$ cat config.mk
export PLATFORM = sky130hd
export DESIGN_NAME = five_knot_linear_curve_map_flat
export DESIGN_NICKNAME = d
export VERILOG_FILES = /design/src/rtl/core/fklcm_pkg.sv /design/src/rtl/core/fklcm_if.sv /design/src/rtl/core/fklcm_div.sv /design/src/rtl/core/five_knot_linear_curve_map.sv /design/src/flat_wrapper.sv
export VERILOG_INCLUDE_DIRS = /design/src /design/src/rtl/core
export SDC_FILE = /design/constraint.sdc
export NUM_CORES = 2
export LEC_CHECK = 0
export BUFFER_PORTS_ARGS = -buffer_cell sky130_fd_sc_hd__buf_2
export CORE_ASPECT_RATIO = 1.2
export CORE_UTILIZATION = 45
export CTS_CLUSTER_SIZE = 8
export DETAILED_ROUTE_END_ITERATION = 8
export HOLD_SLACK_MARGIN = 0.15
export SETUP_SLACK_MARGIN = 0.05
export SLEW_MARGIN = 10
export SYNTH_ARGS = -nofsm -noshare
export SYNTH_HDL_FRONTEND = slang
export SYNTH_SLANG_ARGS = --single-unit
export TNS_END_PERCENT = 10
$ cat constraint.sdc
create_clock -name clk -period 11.2 [get_ports clk]
set_input_delay 1.12 -clock clk [delete_from_list [all_inputs] [get_ports clk]]
set_output_delay 1.12 -clock clk [all_outputs]
set_load 0.1 [all_outputs]
$ cat src/rtl/core/five_knot_linear_curve_map_assert.svh
// ----------------------------------------------------------------------------
// Assertion macros for the five knot linear curve map
// Concurrent checks that are compiled for simulation and left out of synthesis.
// ----------------------------------------------------------------------------
`ifndef FIVE_KNOT_LINEAR_CURVE_MAP_ASSERT_SVH
`define FIVE_KNOT_LINEAR_CURVE_MAP_ASSERT_SVH

`ifndef SYNTHESIS

// The consequent must hold in the same cycle as the antecedent.
`define FKLCM_ASSERT_SAME(label, clk, rst_n, ante, cons) \
	label: assert property (@(posedge clk) disable iff (!rst_n) (ante) |-> (cons)) \
		else $error("five_knot_linear_curve_map: same-cycle check failed");

// The consequent must hold in the cycle after the antecedent.
`define FKLCM_ASSERT_NEXT(label, clk, rst_n, ante, cons) \
	label: assert property (@(posedge clk) disable iff (!rst_n) (ante) |=> (cons)) \
		else $error("five_knot_linear_curve_map: next-cycle check failed");

`else

`define FKLCM_ASSERT_SAME(label, clk, rst_n, ante, cons)
`define FKLCM_ASSERT_NEXT(label, clk, rst_n, ante, cons)

`endif

`endif

$ cat src/rtl/core/fklcm_pkg.sv
// ----------------------------------------------------------------------------
// Five knot linear curve map package
// Shared widths, codes and types for the curve map and its divider.
// ----------------------------------------------------------------------------
`default_nettype none

package fklcm_pkg;

	localparam int VALUE_WIDTH = 16;
	localparam int NUM_KNOTS = 5;
	localparam int CFG_IDX_WIDTH = 3;
	localparam int SEG_SPAN = 25;

	// Segment base percent is at most 75.
	localparam int BASE_WIDTH = 7;

	// Register indexes of the configuration port.
	localparam logic [CFG_IDX_WIDTH-1:0] REG_KNOT_AT_0 = 3'd0;
	localparam logic [CFG_IDX_WIDTH-1:0] REG_KNOT_AT_25 = 3'd1;
	localparam logic [CFG_IDX_WIDTH-1:0] REG_KNOT_AT_50 = 3'd2;
	localparam logic [CFG_IDX_WIDTH-1:0] REG_KNOT_AT_75 = 3'd3;
	localparam logic [CFG_IDX_WIDTH-1:0] REG_KNOT_AT_100 = 3'd4;

	// Divider geometry: the dividend is a full product of two values.
	localparam int DIV_BITS_PER_STAGE = 4;
	localparam int DIV_STAGES = (2 * VALUE_WIDTH + DIV_BITS_PER_STAGE - 1) / DIV_BITS_PER_STAGE;
	localparam int DIV_WIDTH = DIV_STAGES * DIV_BITS_PER_STAGE;
	localparam int DSR_WIDTH = VALUE_WIDTH;

	typedef enum logic [0:0] {
		OP_FORWARD = 1'b0,
		OP_INVERSE = 1'b1
	} op_t;

	// Information that travels alongside a division.
	typedef struct packed {
		op_t                    op;
		logic [VALUE_WIDTH-1:0] lo;
		logic [BASE_WIDTH-1:0]  base;
		logic                   neg;
		logic                   below;
		logic                   flat;
	} side_t;

endpackage

`default_nettype wire

$ cat src/rtl/core/fklcm_if.sv
// ----------------------------------------------------------------------------
// Five knot linear curve map channels
// Valid/ready channels for the incoming items and the results.
// ----------------------------------------------------------------------------
`default_nettype none

interface fklcm_in_if;
	import fklcm_pkg::*;

	logic                   valid;
	logic                   ready;
	op_t                    opcode;
	logic [VALUE_WIDTH-1:0] in_value;

	modport source (output valid, output opcode, output in_value, input ready);
	modport sink (input valid, input opcode, input in_value, output ready);
endinterface

interface fklcm_out_if;
	import fklcm_pkg::*;

	logic                   valid;
	logic                   ready;
	logic [VALUE_WIDTH-1:0] out_value;
	logic                   clamped;

	modport source (output valid, output out_value, output clamped, input ready);
	modport sink (input valid, input out_value, input clamped, output ready);
endinterface

`default_nettype wire

$ cat src/rtl/core/fklcm_div.sv
// ----------------------------------------------------------------------------
// Five knot linear curve map divider
// Pipelined restoring divider, a fixed number of quotient bits per stage.
// ----------------------------------------------------------------------------
`default_nettype none

module fklcm_div (
	input  wire logic                             clk,
	input  wire logic                             arst_n,
	input  wire logic                             in_valid,
	output logic                                  in_ready,
	input  wire logic [fklcm_pkg::DIV_WIDTH-1:0]  dividend,
	input  wire logic [fklcm_pkg::DSR_WIDTH-1:0]  divisor,
	input  wire fklcm_pkg::side_t                 in_side,
	output logic                                  out_valid,
	input  wire logic                             out_ready,
	output logic [fklcm_pkg::DIV_WIDTH-1:0]       quotient,
	output fklcm_pkg::side_t                      out_side
);
	import fklcm_pkg::*;

	// One restoring step: shift in the next dividend bit, subtract if it fits.
	function automatic logic [DSR_WIDTH+DIV_WIDTH-1:0] div_step(
		input logic [DSR_WIDTH-1:0] rem,
		input logic [DIV_WIDTH-1:0] num,
		input logic [DSR_WIDTH-1:0] dsr
	);
		logic [DSR_WIDTH:0] trial;
		logic [DSR_WIDTH:0] diff;
		trial = {rem, num[DIV_WIDTH-1]};
		diff = trial - {1'b0, dsr};
		if (trial >= {1'b0, dsr}) begin
			return {diff[DSR_WIDTH-1:0], num[DIV_WIDTH-2:0], 1'b1};
		end
		return {trial[DSR_WIDTH-1:0], num[DIV_WIDTH-2:0], 1'b0};
	endfunction

	logic                 vld_s [DIV_STAGES];
	logic [DSR_WIDTH-1:0] rem_s [DIV_STAGES];
	logic [DIV_WIDTH-1:0] num_s [DIV_STAGES];
	logic [DSR_WIDTH-1:0] dsr_s [DIV_STAGES];
	side_t                side_s [DIV_STAGES];

	logic                 stg_vld [DIV_STAGES];
	logic [DSR_WIDTH-1:0] stg_rem [DIV_STAGES];
	logic [DIV_WIDTH-1:0] stg_num [DIV_STAGES];
	logic [DSR_WIDTH-1:0] stg_dsr [DIV_STAGES];
	side_t                stg_side [DIV_STAGES];

	logic [DIV_STAGES:0]  adv;

	// A stage may load when it is empty or when the stage after it loads.
	always_comb begin
		adv[DIV_STAGES] = out_ready;
		for (int k = DIV_STAGES - 1; k >= 0; k--) begin
			adv[k] = !vld_s[k] || adv[k+1];
		end
	end

	assign in_ready = adv[0];

	for (genvar k = 0; k < DIV_STAGES; k++) begin : g_stage
		logic [DSR_WIDTH-1:0] rem_nx;
		logic [DIV_WIDTH-1:0] num_nx;

		if (k == 0) begin : g_first
			assign stg_vld[k] = in_valid;
			assign stg_rem[k] = '0;
			assign stg_num[k] = dividend;
			assign stg_dsr[k] = divisor;
			assign stg_side[k] = in_side;
		end else begin : g_next
			assign stg_vld[k] = vld_s[k-1];
			assign stg_rem[k] = rem_s[k-1];
			assign stg_num[k] = num_s[k-1];
			assign stg_dsr[k] = dsr_s[k-1];
			assign stg_side[k] = side_s[k-1];
		end

		always_comb begin
			rem_nx = stg_rem[k];
			num_nx = stg_num[k];
			for (int i = 0; i < DIV_BITS_PER_STAGE; i++) begin
				{rem_nx, num_nx} = div_step(rem_nx, num_nx, stg_dsr[k]);
			end
		end

		always_ff @(posedge clk or negedge arst_n) begin
			if (!arst_n) begin
				vld_s[k] <= 1'b0;
			end else if (adv[k]) begin
				vld_s[k] <= stg_vld[k];
			end
		end

		always_ff @(posedge clk) begin
			if (adv[k] && stg_vld[k]) begin
				rem_s[k] <= rem_nx;
				num_s[k] <= num_nx;
				dsr_s[k] <= stg_dsr[k];
				side_s[k] <= stg_side[k];
			end
		end
	end

	assign out_valid = vld_s[DIV_STAGES-1];
	assign quotient = num_s[DIV_STAGES-1];
	assign out_side = side_s[DIV_STAGES-1];

endmodule

`default_nettype wire

$ cat src/rtl/core/five_knot_linear_curve_map.sv
// ----------------------------------------------------------------------------
// Five knot linear curve map
// Piecewise linear mapping between percent and device value, both directions.
// ----------------------------------------------------------------------------
// The block maps a value through a curve set by five device values (knots)
// at 0, 25, 50, 75 and 100 percent. Opcode forward takes a percent and gives
// knot + trunc(delta * offset / 25); opcode inverse takes a device value and
// gives base percent + trunc(25 * offset / delta), or the base percent on a
// flat segment. Quotients truncate toward zero. An inverse input below the
// first knot gives 0, and results outside the value range saturate; either
// case raises clamped. One item is accepted per cycle while the output does
// not stall. Each item passes through three front stages, the divider, which
// resolves four quotient bits per stage, and the output register, which
// offers the result on the output.
// Every stage has its own valid bit and loads when it is empty or when the
// stage after it moves on, so bubbles close up and the block keeps taking
// items while a finished result waits on the output register. The knots are
// written through the plain write port and must only change while the block
// holds no item.
// ----------------------------------------------------------------------------
`default_nettype none

`include "five_knot_linear_curve_map_assert.svh"

module five_knot_linear_curve_map (
	input  wire logic                                  clk,
	input  wire logic                                  arst_n,
	fklcm_in_if.sink                                   sample,
	fklcm_out_if.source                                result,
	input  wire logic                                  wr_en,
	input  wire logic [fklcm_pkg::CFG_IDX_WIDTH-1:0]   wr_index,
	input  wire logic [fklcm_pkg::VALUE_WIDTH-1:0]     wr_data
);
	import fklcm_pkg::*;

	localparam logic [VALUE_WIDTH-1:0] VALUE_MAX = '1;
	localparam int SUM_WIDTH = DIV_WIDTH + 2;

	// Percent at the lower end of each segment.
	function automatic logic [BASE_WIDTH-1:0] seg_base(input logic [1:0] seg);
		logic [BASE_WIDTH-1:0] b;
		case (seg)
			2'd0:    b = BASE_WIDTH'(0);
			2'd1:    b = BASE_WIDTH'(SEG_SPAN);
			2'd2:    b = BASE_WIDTH'(2 * SEG_SPAN);
			default: b = BASE_WIDTH'(3 * SEG_SPAN);
		endcase
		return b;
	endfunction

	// ------------------------------------------------------------------
	// Knot registers.
	// ------------------------------------------------------------------
	logic [VALUE_WIDTH-1:0] knot_q [NUM_KNOTS];

	always_ff @(posedge clk or negedge arst_n) begin
		if (!arst_n) begin
			for (int i = 0; i < NUM_KNOTS; i++) begin
				knot_q[i] <= '0;
			end
		end else if (wr_en) begin
			unique case (wr_index)
				REG_KNOT_AT_0:   knot_q[0] <= wr_data;
				REG_KNOT_AT_25:  knot_q[1] <= wr_data;
				REG_KNOT_AT_50:  knot_q[2] <= wr_data;
				REG_KNOT_AT_75:  knot_q[3] <= wr_data;
				REG_KNOT_AT_100: knot_q[4] <= wr_data;
				default: ;
			endcase
		end
	end

	// ------------------------------------------------------------------
	// Stall chain. Each stage loads when empty or when its successor loads.
	// ------------------------------------------------------------------
	logic en1, en2, en3, en_out;
	logic div_in_ready, div_out_valid;
	logic v_s1, v_s2, v_s3, out_v_q;

	assign en_out = !out_v_q || result.ready;
	assign en3 = !v_s3 || div_in_ready;
	assign en2 = !v_s2 || en3;
	assign en1 = !v_s1 || en2;
	assign sample.ready = en1;

	// ------------------------------------------------------------------
	// Stage 1: segment choice and knot selection.
	// Forward compares the percent with the segment bounds, inverse compares
	// the device value with the knots, in both cases from the top down.
	// ------------------------------------------------------------------
	logic [1:0]             seg_c;
	logic [VALUE_WIDTH-1:0] lo_c, hi_c;

	op_t                    op_s1;
	logic [1:0]             seg_s1;
	logic [VALUE_WIDTH-1:0] val_s1, lo_s1, hi_s1;

	always_comb begin
		if (sample.opcode == OP_FORWARD) begin
			if (sample.in_value > VALUE_WIDTH'(3 * SEG_SPAN)) begin
				seg_c = 2'd3;
			end else if (sample.in_value > VALUE_WIDTH'(2 * SEG_SPAN)) begin
				seg_c = 2'd2;
			end else if (sample.in_value > VALUE_WIDTH'(SEG_SPAN)) begin
				seg_c = 2'd1;
			end else begin
				seg_c = 2'd0;
			end
		end else begin
			if (sample.in_value > knot_q[3]) begin
				seg_c = 2'd3;
			end else if (sample.in_value > knot_q[2]) begin
				seg_c = 2'd2;
			end else if (sample.in_value > knot_q[1]) begin
				seg_c = 2'd1;
			end else begin
				seg_c = 2'd0;
			end
		end

		case (seg_c)
			2'd0: begin
				lo_c = knot_q[0];
				hi_c = knot_q[1];
			end
			2'd1: begin
				lo_c = knot_q[1];
				hi_c = knot_q[2];
			end
			2'd2: begin
				lo_c = knot_q[2];
				hi_c = knot_q[3];
			end
			default: begin
				lo_c = knot_q[3];
				hi_c = knot_q[4];
			end
		endcase
	end

	always_ff @(posedge clk or negedge arst_n) begin
		if (!arst_n) begin
			v_s1 <= 1'b0;
		end else if (en1) begin
			v_s1 <= sample.valid;
		end
	end

	always_ff @(posedge clk) begin
		if (en1 && sample.valid) begin
			op_s1 <= sample.opcode;
			seg_s1 <= seg_c;
			val_s1 <= sample.in_value;
			lo_s1 <= lo_c;
			hi_s1 <= hi_c;
		end
	end

	// ------------------------------------------------------------------
	// Stage 2: segment slope as sign and magnitude, and the offset of the
	// input into its segment. An inverse input under the first knot is
	// flagged here and later forced to zero.
	// ------------------------------------------------------------------
	logic                   hi_ge_lo;
	logic [VALUE_WIDTH-1:0] dmag_c, off_c;
	logic [BASE_WIDTH-1:0]  base_c;

	op_t                    op_s2;
	logic [VALUE_WIDTH-1:0] off_s2, dmag_s2;
	side_t                  side_s2;

	always_comb begin
		hi_ge_lo = hi_s1 >= lo_s1;
		dmag_c = hi_ge_lo ? (hi_s1 - lo_s1) : (lo_s1 - hi_s1);
		base_c = seg_base(seg_s1);
		if (op_s1 == OP_FORWARD) begin
			off_c = val_s1 - VALUE_WIDTH'(base_c);
		end else begin
			off_c = val_s1 - lo_s1;
		end
	end

	always_ff @(posedge clk or negedge arst_n) begin
		if (!arst_n) begin
			v_s2 <= 1'b0;
		end else if (en2) begin
			v_s2 <= v_s1;
		end
	end

	always_ff @(posedge clk) begin
		if (en2 && v_s1) begin
			op_s2 <= op_s1;
			off_s2 <= off_c;
			dmag_s2 <= dmag_c;
			side_s2.op <= op_s1;
			side_s2.lo <= lo_s1;
			side_s2.base <= base_c;
			side_s2.neg <= !hi_ge_lo;
			side_s2.below <= (op_s1 == OP_INVERSE) && (seg_s1 == 2'd0) && (val_s1 < lo_s1);
			side_s2.flat <= (dmag_c == '0);
		end
	end

	// ------------------------------------------------------------------
	// Stage 3: one shared multiplier. Forward forms slope * offset for a
	// division by the segment span, inverse forms span * offset for a
	// division by the slope.
	// ------------------------------------------------------------------
	logic [VALUE_WIDTH-1:0]   mul_a_c;
	logic [2*VALUE_WIDTH-1:0] prod_c;
	logic [DSR_WIDTH-1:0]     dsr_c;

	logic [DIV_WIDTH-1:0]     prod_s3;
	logic [DSR_WIDTH-1:0]     dsr_s3;
	side_t                    side_s3;

	always_comb begin
		if (op_s2 == OP_FORWARD) begin
			mul_a_c = dmag_s2;
			dsr_c = DSR_WIDTH'(SEG_SPAN);
		end else begin
			mul_a_c = VALUE_WIDTH'(SEG_SPAN);
			dsr_c = dmag_s2;
		end
		prod_c = (2 * VALUE_WIDTH)'(mul_a_c) * (2 * VALUE_WIDTH)'(off_s2);
	end

	always_ff @(posedge clk or negedge arst_n) begin
		if (!arst_n) begin
			v_s3 <= 1'b0;
		end else if (en3) begin
			v_s3 <= v_s2;
		end
	end

	always_ff @(posedge clk) begin
		if (en3 && v_s2) begin
			prod_s3 <= DIV_WIDTH'(prod_c);
			dsr_s3 <= dsr_c;
			side_s3 <= side_s2;
		end
	end

	// ------------------------------------------------------------------
	// Divider stages. A zero divisor only occurs on a flat inverse segment,
	// whose quotient is discarded below.
	// ------------------------------------------------------------------
	logic [DIV_WIDTH-1:0] quo;
	side_t                side_d;

	fklcm_div u_div (
		.clk       (clk),
		.arst_n    (arst_n),
		.in_valid  (v_s3),
		.in_ready  (div_in_ready),
		.dividend  (prod_s3),
		.divisor   (dsr_s3),
		.in_side   (side_s3),
		.out_valid (div_out_valid),
		.out_ready (en_out),
		.quotient  (quo),
		.out_side  (side_d)
	);

	// ------------------------------------------------------------------
	// Output stage: add or subtract the quotient from the segment start,
	// then saturate into the value range.
	// ------------------------------------------------------------------
	logic signed [SUM_WIDTH-1:0] start_c, sum_c;
	logic [VALUE_WIDTH-1:0]      res_c;
	logic                        clamp_c;
	logic [VALUE_WIDTH-1:0]      out_value_q;
	logic                        clamped_q;

	always_comb begin
		if (side_d.op == OP_FORWARD) begin
			start_c = SUM_WIDTH'(side_d.lo);
		end else begin
			start_c = SUM_WIDTH'(side_d.base);
		end

		if (side_d.op == OP_INVERSE && side_d.flat) begin
			sum_c = start_c;
		end else if (side_d.neg) begin
			sum_c = start_c - SUM_WIDTH'(quo);
		end else begin
			sum_c = start_c + SUM_WIDTH'(quo);
		end

		if (side_d.below || sum_c[SUM_WIDTH-1]) begin
			res_c = '0;
			clamp_c = 1'b1;
		end else if (sum_c[SUM_WIDTH-2:VALUE_WIDTH] != '0) begin
			res_c = VALUE_MAX;
			clamp_c = 1'b1;
		end else begin
			res_c = sum_c[VALUE_WIDTH-1:0];
			clamp_c = 1'b0;
		end
	end

	always_ff @(posedge clk or negedge arst_n) begin
		if (!arst_n) begin
			out_v_q <= 1'b0;
		end else if (en_out) begin
			out_v_q <= div_out_valid;
		end
	end

	always_ff @(posedge clk) begin
		if (en_out && div_out_valid) begin
			out_value_q <= res_c;
			clamped_q <= clamp_c;
		end
	end

	assign result.valid = out_v_q;
	assign result.out_value = out_value_q;
	assign result.clamped = clamped_q;

	// ------------------------------------------------------------------
	// Checks.
	// ------------------------------------------------------------------

	// A saturated result sits at one end of the range.
	`FKLCM_ASSERT_SAME(a_clamp_at_limit, clk, arst_n, result.valid && result.clamped, result.out_value == '0 || result.out_value == VALUE_MAX)

	// Stage 1 keeps its item while the stage after it cannot load.
	`FKLCM_ASSERT_NEXT(a_s1_holds, clk, arst_n, v_s1 && !en2, v_s1 && $stable(val_s1) && $stable(op_s1))

	// An inverse input under the first knot leaves as a clamped zero.
	`FKLCM_ASSERT_NEXT(a_below_zero, clk, arst_n, div_out_valid && en_out && side_d.below, result.valid && result.clamped && result.out_value == '0)

	// A flat inverse segment gives its base percent.
	`FKLCM_ASSERT_NEXT(a_flat_base, clk, arst_n, div_out_valid && en_out && side_d.op == OP_INVERSE && side_d.flat && !side_d.below, result.valid && !result.clamped && result.out_value == VALUE_WIDTH'($past(side_d.base)))

endmodule

`default_nettype wire

$ cat src/flat_wrapper.sv
// flat-port wrapper written by rule: the top's interface ports become plain ports
module five_knot_linear_curve_map_flat import fklcm_pkg::*;
  (clk, arst_n, wr_en, wr_index, wr_data, sample_valid, sample_opcode, sample_in_value, sample_ready, result_valid, result_out_value, result_clamped, result_ready);
  fklcm_in_if sample_i ();
  fklcm_out_if result_i ();
  input  wire logic clk;
  input  wire logic arst_n;
  input  wire logic wr_en;
  input  wire logic [fklcm_pkg::CFG_IDX_WIDTH-1:0] wr_index;
  input  wire logic [fklcm_pkg::VALUE_WIDTH-1:0] wr_data;
  input wire logic [$bits(sample_i.valid)-1:0] sample_valid;
  input wire logic [$bits(sample_i.opcode)-1:0] sample_opcode;
  input wire logic [$bits(sample_i.in_value)-1:0] sample_in_value;
  output wire logic [$bits(sample_i.ready)-1:0] sample_ready;
  output wire logic [$bits(result_i.valid)-1:0] result_valid;
  output wire logic [$bits(result_i.out_value)-1:0] result_out_value;
  output wire logic [$bits(result_i.clamped)-1:0] result_clamped;
  input wire logic [$bits(result_i.ready)-1:0] result_ready;
  assign sample_i.valid = sample_valid;
  assign sample_i.opcode = sample_opcode;
  assign sample_i.in_value = sample_in_value;
  assign sample_ready = sample_i.ready;
  assign result_valid = result_i.valid;
  assign result_out_value = result_i.out_value;
  assign result_clamped = result_i.clamped;
  assign result_i.ready = result_ready;
  five_knot_linear_curve_map u_core (.clk(clk), .arst_n(arst_n), .sample(sample_i), .result(result_i), .wr_en(wr_en), .wr_index(wr_index), .wr_data(wr_data));
endmodule
==> Yosys cells after proc, flatten, opt, wreduce, memory -nomap -nowiden <==
Memories as Yosys holds them, arrays and structs flattened.
Index checks and enable logic that the tools add are counted.
{ "classes": {"n_shift": 0, "bitwise_logic": 0, "n_reduce_logical": 51, "n_div": 0, "magnitude_cmp": 40, "n_eq_ne": 8, "mul": 1, "add_sub_neg": 38, "muxes": 130} }
{ "op_table": {"columns": ["operator", "count"], "rows": [
  ["$mux 48", 64],
  ["$sub 16x16->16", 34],
  ["$ge 17x16->1", 31],
  ["$pmux 16 s3", 2],
  ["$mux 16", 5],
  ["$mux 34", 2],
  ["$mux 1", 51],
  ["$gt 16x16->1", 3],
  ["$add 16x32->33", 1],
  ["$sub 16x32->33", 1],
  ["$mul 16x16->32", 1],
  ["$pmux 7 s3", 1],
  ["$reduce_bool 17->1", 1],
  ["$ge 1x16->1", 1],
  ["$ge 16x16->1", 1],
  ["$gt 16x5->1 const B", 1],
  ["$gt 16x6->1 const B", 1],
  ["$gt 16x7->1 const B", 1],
  ["$logic_not 16->1", 1],
  ["$lt 16x16->1", 1],
  ["$sub 1x16->16", 1],
  ["$sub 16x7->16", 1],
  ["$logic_and 1x1->1", 15],
  ["$logic_not 1->1", 13],
  ["10 further kinds", 34]
]} }
{ "word_totals": {"output_inout_bits": 19, "ramBits": 728, "reg_bits": 294, "in_bits": 41, "mem_count": 4, "latchBits": 0, "romBits": 0, "wordCells": 312} }
{ "mem_list": {"columns": ["memory", "depth", "word_bits", "read_ports", "rd_ports_with_merged_regs", "write_ports", "line", "rtl"], "rows": [
  ["u_core.u_div.num_s", 8, 32, 8, 0, 8, "fklcm_div.sv:40", "logic [DIV_WIDTH-1:0] num_s [DIV_STAGES];"],
  ["u_core.u_div.side_s", 8, 27, 8, 0, 8, "fklcm_div.sv:42", "side_t side_s [DIV_STAGES];"],
  ["u_core.u_div.dsr_s", 8, 16, 7, 0, 8, "fklcm_div.sv:41", "logic [DSR_WIDTH-1:0] dsr_s [DIV_STAGES];"],
  ["u_core.u_div.rem_s", 8, 16, 7, 0, 8, "fklcm_div.sv:39", "logic [DSR_WIDTH-1:0] rem_s [DIV_STAGES];"]
]} }

==> Longest topological paths before layout <==
{ "logic_depth": {"ltp_word": 14, "mapped_depth": 54} }

==> By module <==
A second synthesis with hierarchy kept.
{ "unflattened": {"hier_cells": 7134, "area_unflattened_um2": 74850.5} }
{ "by_module_without_submodules": {"columns": ["module", "cells_per_inst", "instances", "area_per_inst_um2"], "rows": [
  ["fklcm_div", 4547, 1, 49164.7],
  ["five_knot_linear_curve_map", 2587, 1, 25685.9]
]} }

==> Worst setup path after synthesis <==
No wires, ideal clock.
{ "synth_path": {"path_type": "flip-flop to flip-flop", "start": "mem u_core.u_div.dsr_s[5][1] (netlist name)", "end": "mem u_core.u_div.rem_s[6][13] (netlist name), data pin", "arrival_ps": 11820, "stages_incl_launch_ff": 52, "path_buffers": 6, "t_required_ps": 10938, "path_slack_ps": -883, "setup_ps": 262, "cell_sequence": "edfxtp_1 -> inv_1 -> ha_1 -> nor2b_1 -> o31a_1 -> o21bai_1 -> o211a_1 -> o2111ai_1 -> nand2_1 -> clkbuf_1 -> clkbuf_1 -> nor2_1 -> a21oi_1 -> inv_1 -> ha_1 -> a21oi_1 -> o22ai_1 -> o41a_1 -> [16 not listed] -> a211oi_4 -> clkbuf_1 -> mux2i_1 -> ha_1 -> nor2b_1 -> o21ai_0 -> a21boi_0 -> o211ai_1 -> o21ai_0 -> o41ai_1 -> o21ai_0 -> and2_1 -> o21a_1 -> nor3_1 -> and2_1 -> buf_2 -> buf_2 -> mux2_1"} }
{ "synth_rtl": {"columns": ["item", "line"], "rows": [
  ["start: declaration", "fklcm_div.sv:41"],
  ["end: declaration", "fklcm_div.sv:39"]
]} }

==> flow_summary.yaml <==
status:
  run_status: "finished clean"
run:
  timing.max_cap.violations: 0
final_layout:
  num-fill-cells: 14500
  multiInputGateArea_um2: 41200
  layout.area.seq_um2: 28700
  final_design_utilization_pct: 50.3
  n_antenna_cell: 0
  net_total_in_the_final_layout: 8147
  finalInstanceArea_um2: 80600
  area_growth_syn_to_layout_pct: 10.9
  share_of_layout_cells_above_drive_strength_1_pct: 11.1
place:
  placement.setup.worst_slack_ns: -0.114
  quantity_of_i_o_buffers_inserted_on_ports: 59
  placed_area_um2: 76100
  detailedPlacementHpwl_mm: 145
  finalWeightedCongestion: 0.924
cts:
  cts_buffers: 142
  cts.htree.levels: 4
  cts.reportedPaths.clkPinSlew_ns: 0.05
  clock_tree_from_tritoncts: "built"
  cts-root-to-sink-buffers: 3
  number_of_clock_sinks_seen_by_cts: 970
  worstSkewPairLatency_ns: 0.78
  cell_at_the_root_of_the_clock_tree: "sky130_fd_sc_hd__clkbuf_16"
critical_path:
  worst-endpoint-required_ns: 11.71
  start_to_end_type_of_the_worst_setup_path: "register to register"
  worst_setup_path_startpoint: "u_core.u_div.dsr_s[5][2]"
  critical_path_arrival_ns: 11.18
  critPathMaxFanout: 9
  worstReg2RegStart: "u_core.u_div.dsr_s[5][2]"
  timing.critical_path.from_type: "register"
  critPathCaptureType: "register"
  worst_path_max_delay_cell: "sky130_fd_sc_hd__edfxtp_1"
  cpMostUsedCell: "sky130_fd_sc_hd__buf_4"
  critPathMaxStageDelay_ns: 0.54
timing:
  hold_viol: 0
  transition_at_the_pin_with_the_smallest_max_transition_slack_ns: 1.18
  setup_repair_after_global_routing_missed_its_margin: "no"
  final-max-slew-violation-count: 0
  finalCriticalPeriod_ns: 10.66
  max_slew_margin_pct: 21.3
  layout_worst_path_cycle_share_pct: 95.2
  setup_violations: 0
  finalWorstSetupSlack_ns: 0.536
  finClkSkew_ns: 0.0470
  fmax_ghz: 0.0938
  final.hold.worst_slack_ns: 0.304
global_routing:
  antenna_violations_before_repair: 3
  grt_start_max_net_pins: 62
  vias_in_the_first_global_route: 52500
  grt_overflow: 0
  combined_global_route_utilization_of_all_metal_layers_pct: 22.4
  grt_first_pass_wirelength_mm: 288
floorplanning:
  floorplan.die_area_um2: 163000
  dieHeight_um: 442
  ios: 60
  rows: 161
  initial_core_util_pct: 45.3
  coreArea_um2: 160000
  die_width_um: 369
logic_synthesis:
  ys_warns: 0
  async_flop_share_pct: 9.48
  synth_sequential_area_ratio_pct: 39.5
  synth-edff-count: 878
  avgSynthCellArea_um2: 10.5
  syn_std_cell_area_um2: 72600
  synth.ff_latch_count: 970
  syn_inst: 6950
  yosysUniqueCellTypes: 94
  yosys_most_used_dff: "sky130_fd_sc_hd__edfxtp_1"
  syn-num-nets: 7961
routing:
  detail_route.wirelength_mm: 184
  vias: 52100
  drt_pre_antenna_iters: 6
  detail-route-antenna-nets: 0
  vias_per_cell: 5.59
  drcViolationCount: 0
  drt_iter0_drc: 3328
  post_drt_wl_per_cell_um: 19.7
min_path:
  min-delay-path-class: "input port to async pin"
-- through the flow --
stage	setup TNS (ns)	cells
floorplan	0	6950
global placement	0	9101
detailed placement	-0.799	9101
CTS	0	9313
global route	0	9321
finish	0	9321
-- cell usage after synthesis (16+ instances only) --
master                     count  area (µm²)
sky130_fd_sc_hd__nor2_1      384        1440
sky130_fd_sc_hd__o21ai_0     383        1920
sky130_fd_sc_hd__edfxtp_1    878       26400
sky130_fd_sc_hd__buf_1        16        60.1
sky130_fd_sc_hd__o211ai_1     30         225
sky130_fd_sc_hd__nand4_1      89         557
sky130_fd_sc_hd__o31ai_1      41         308
sky130_fd_sc_hd__o21bai_1     59         443
sky130_fd_sc_hd__o31a_1       23         201
sky130_fd_sc_hd__nand2_1     518        1940
sky130_fd_sc_hd__o41ai_1      18         158
sky130_fd_sc_hd__nor2b_1     148         926
sky130_fd_sc_hd__mux2i_1     104        1040
sky130_fd_sc_hd__nor3_1       99         495
sky130_fd_sc_hd__and2_1      131         820
sky130_fd_sc_hd__a21boi_0     51         383
sky130_fd_sc_hd__fa_1        230        4600
sky130_fd_sc_hd__or2_2        21         131
sky130_fd_sc_hd__a21oi_1     439        2200
sky130_fd_sc_hd__or3_1        34         213
sky130_fd_sc_hd__dfrtp_1      92        2300
sky130_fd_sc_hd__nor4_1       44         275
sky130_fd_sc_hd__o21a_1       96         721
sky130_fd_sc_hd__a22oi_1      19         143
sky130_fd_sc_hd__nand3_1      95         475
sky130_fd_sc_hd__a211oi_1     61         458
sky130_fd_sc_hd__mux2_2      312        3510
sky130_fd_sc_hd__clkbuf_1    121         454
sky130_fd_sc_hd__a31oi_1      38         238
sky130_fd_sc_hd__a21o_1      187        1400
sky130_fd_sc_hd__inv_1       685        2570
sky130_fd_sc_hd__ha_1        740        9260
sky130_fd_sc_hd__xor2_1      106         928
sky130_fd_sc_hd__xnor2_1     300        2630
sky130_fd_sc_hd__nand2b_1    104         651
sky130_fd_sc_hd__and3_1       21         131
-- area by class of cell --
class / instances / area share (%)
clock inverters: 23 / 0.495
flip-flops and latches: 970 / 35.6
clock buffers: 187 / 4.65
inverters: 693 / 3.23
repair buffers: 193 / 1.68
multi-input cells: 5136 / 51.1
well taps: 2119 / 3.29
-- flip-flops by register name, summed over array words and instances, names as in the netlist, 2 cells and up --
register,flops
u_core.dmag_s2,16
u_core.dsr_s3,16
u_core.hi_s1,16
u_core.knot_q,80
u_core.lo_s1,16
u_core.off_s2,16
u_core.prod_s3,32
u_core.result.out_value,16
u_core.seg_s1,2
u_core.side_s2,24
u_core.side_s3,25
u_core.u_div.dsr_s,112
u_core.u_div.num_s,256
u_core.u_div.rem_s,112
u_core.u_div.side_s,200
u_core.u_div.stg_vld,7
u_core.val_s1,16
-- what timing repair did --
action | CTS | global route
gates resized for setup | 0 | 83
gates cloned | 0 | 0
hold buffers | 0 | 0
buffers inserted | 2 | 7
pin swaps | 1 | 5
endpoints found under the setup margin | 8 | 118
-- logic make-up (layout without fill, tap and decap cells) --
logic type                 after synthesis  after routing  synth area share (%)
muxes                                  418            418                  6.30
DFF                                    970            970                  39.5
and+or+nand+nor                       1748           1748                  11.8
adders and majority gates              970            970                  19.1
AOI/OAI and AO/OA                     1594           1594                  14.0
buffers and inverters                  844           1096                  4.39
xor gates and xnor gates               406            406                  4.90
-- worst max-delay path, delay by kind of cell (launching register included) --
family	cells	cell delay, ns
AO/OA/AOI/OAI	20	4.42
AND/OR/NAND/NOR	8	1.42
multiplexers	4	1.42
adder cells (fa/ha/maj)	4	1.34
buffers and inverters	7	1.26
flip-flops	1	0.54
-- path summary, 6_finish.rpt --
check,end,slack (ns),cells after the start
max in group asynchronous,u_core.knot_q[10],9.70,2
worst max register to register,u_core.u_div.rem_s[6][15],0.54,43
worst min register to register,u_core.u_div.num_s[0][19],0.39,0
worst max-delay path,u_core.u_div.rem_s[6][15],0.54,43
worst min-delay path,u_core.knot_q[20],0.30,1
min in group clk,u_core.u_div.num_s[0][19],0.39,0
-- routing by layer --
metal	wire [µm]	track usage, %
met1	78600	27.8
met2	93100	40.0
met3	5650	2.45
met4	6260	8.04
met5	0	0
-- cells in the final DEF, fill, tap and decap left out, types with 34 or more instances in the layout --
master                        n
sky130_fd_sc_hd__a211oi_1    59
sky130_fd_sc_hd__nor2b_1    144
sky130_fd_sc_hd__buf_2       58
sky130_fd_sc_hd__nand4_1     89
sky130_fd_sc_hd__and2_1     123
sky130_fd_sc_hd__mux2_2     312
sky130_fd_sc_hd__nand3_1     95
sky130_fd_sc_hd__xnor2_1    300
sky130_fd_sc_hd__fa_1       230
sky130_fd_sc_hd__nand2b_1   104
sky130_fd_sc_hd__dfrtp_1     92
sky130_fd_sc_hd__a21oi_1    430
sky130_fd_sc_hd__nor3_1      95
sky130_fd_sc_hd__o21ai_0    362
sky130_fd_sc_hd__or3_1       34
sky130_fd_sc_hd__a21boi_0    48
sky130_fd_sc_hd__o31ai_1     36
sky130_fd_sc_hd__buf_4      131
sky130_fd_sc_hd__ha_1       736
sky130_fd_sc_hd__inv_1      677
sky130_fd_sc_hd__nor2_1     382
sky130_fd_sc_hd__a31oi_1     35
sky130_fd_sc_hd__edfxtp_1   878
sky130_fd_sc_hd__mux2i_1    102
sky130_fd_sc_hd__a21o_1     187
sky130_fd_sc_hd__o21bai_1    58
sky130_fd_sc_hd__nor4_1      44
sky130_fd_sc_hd__xor2_1     106
sky130_fd_sc_hd__clkbuf_1    44
sky130_fd_sc_hd__o21a_1      96
sky130_fd_sc_hd__clkbuf_16  143
sky130_fd_sc_hd__nand2_1    515
Power is left out: the tool's default activity adds up to more than one toggle a clock period on the data nets, which glitch-free logic cannot reach.
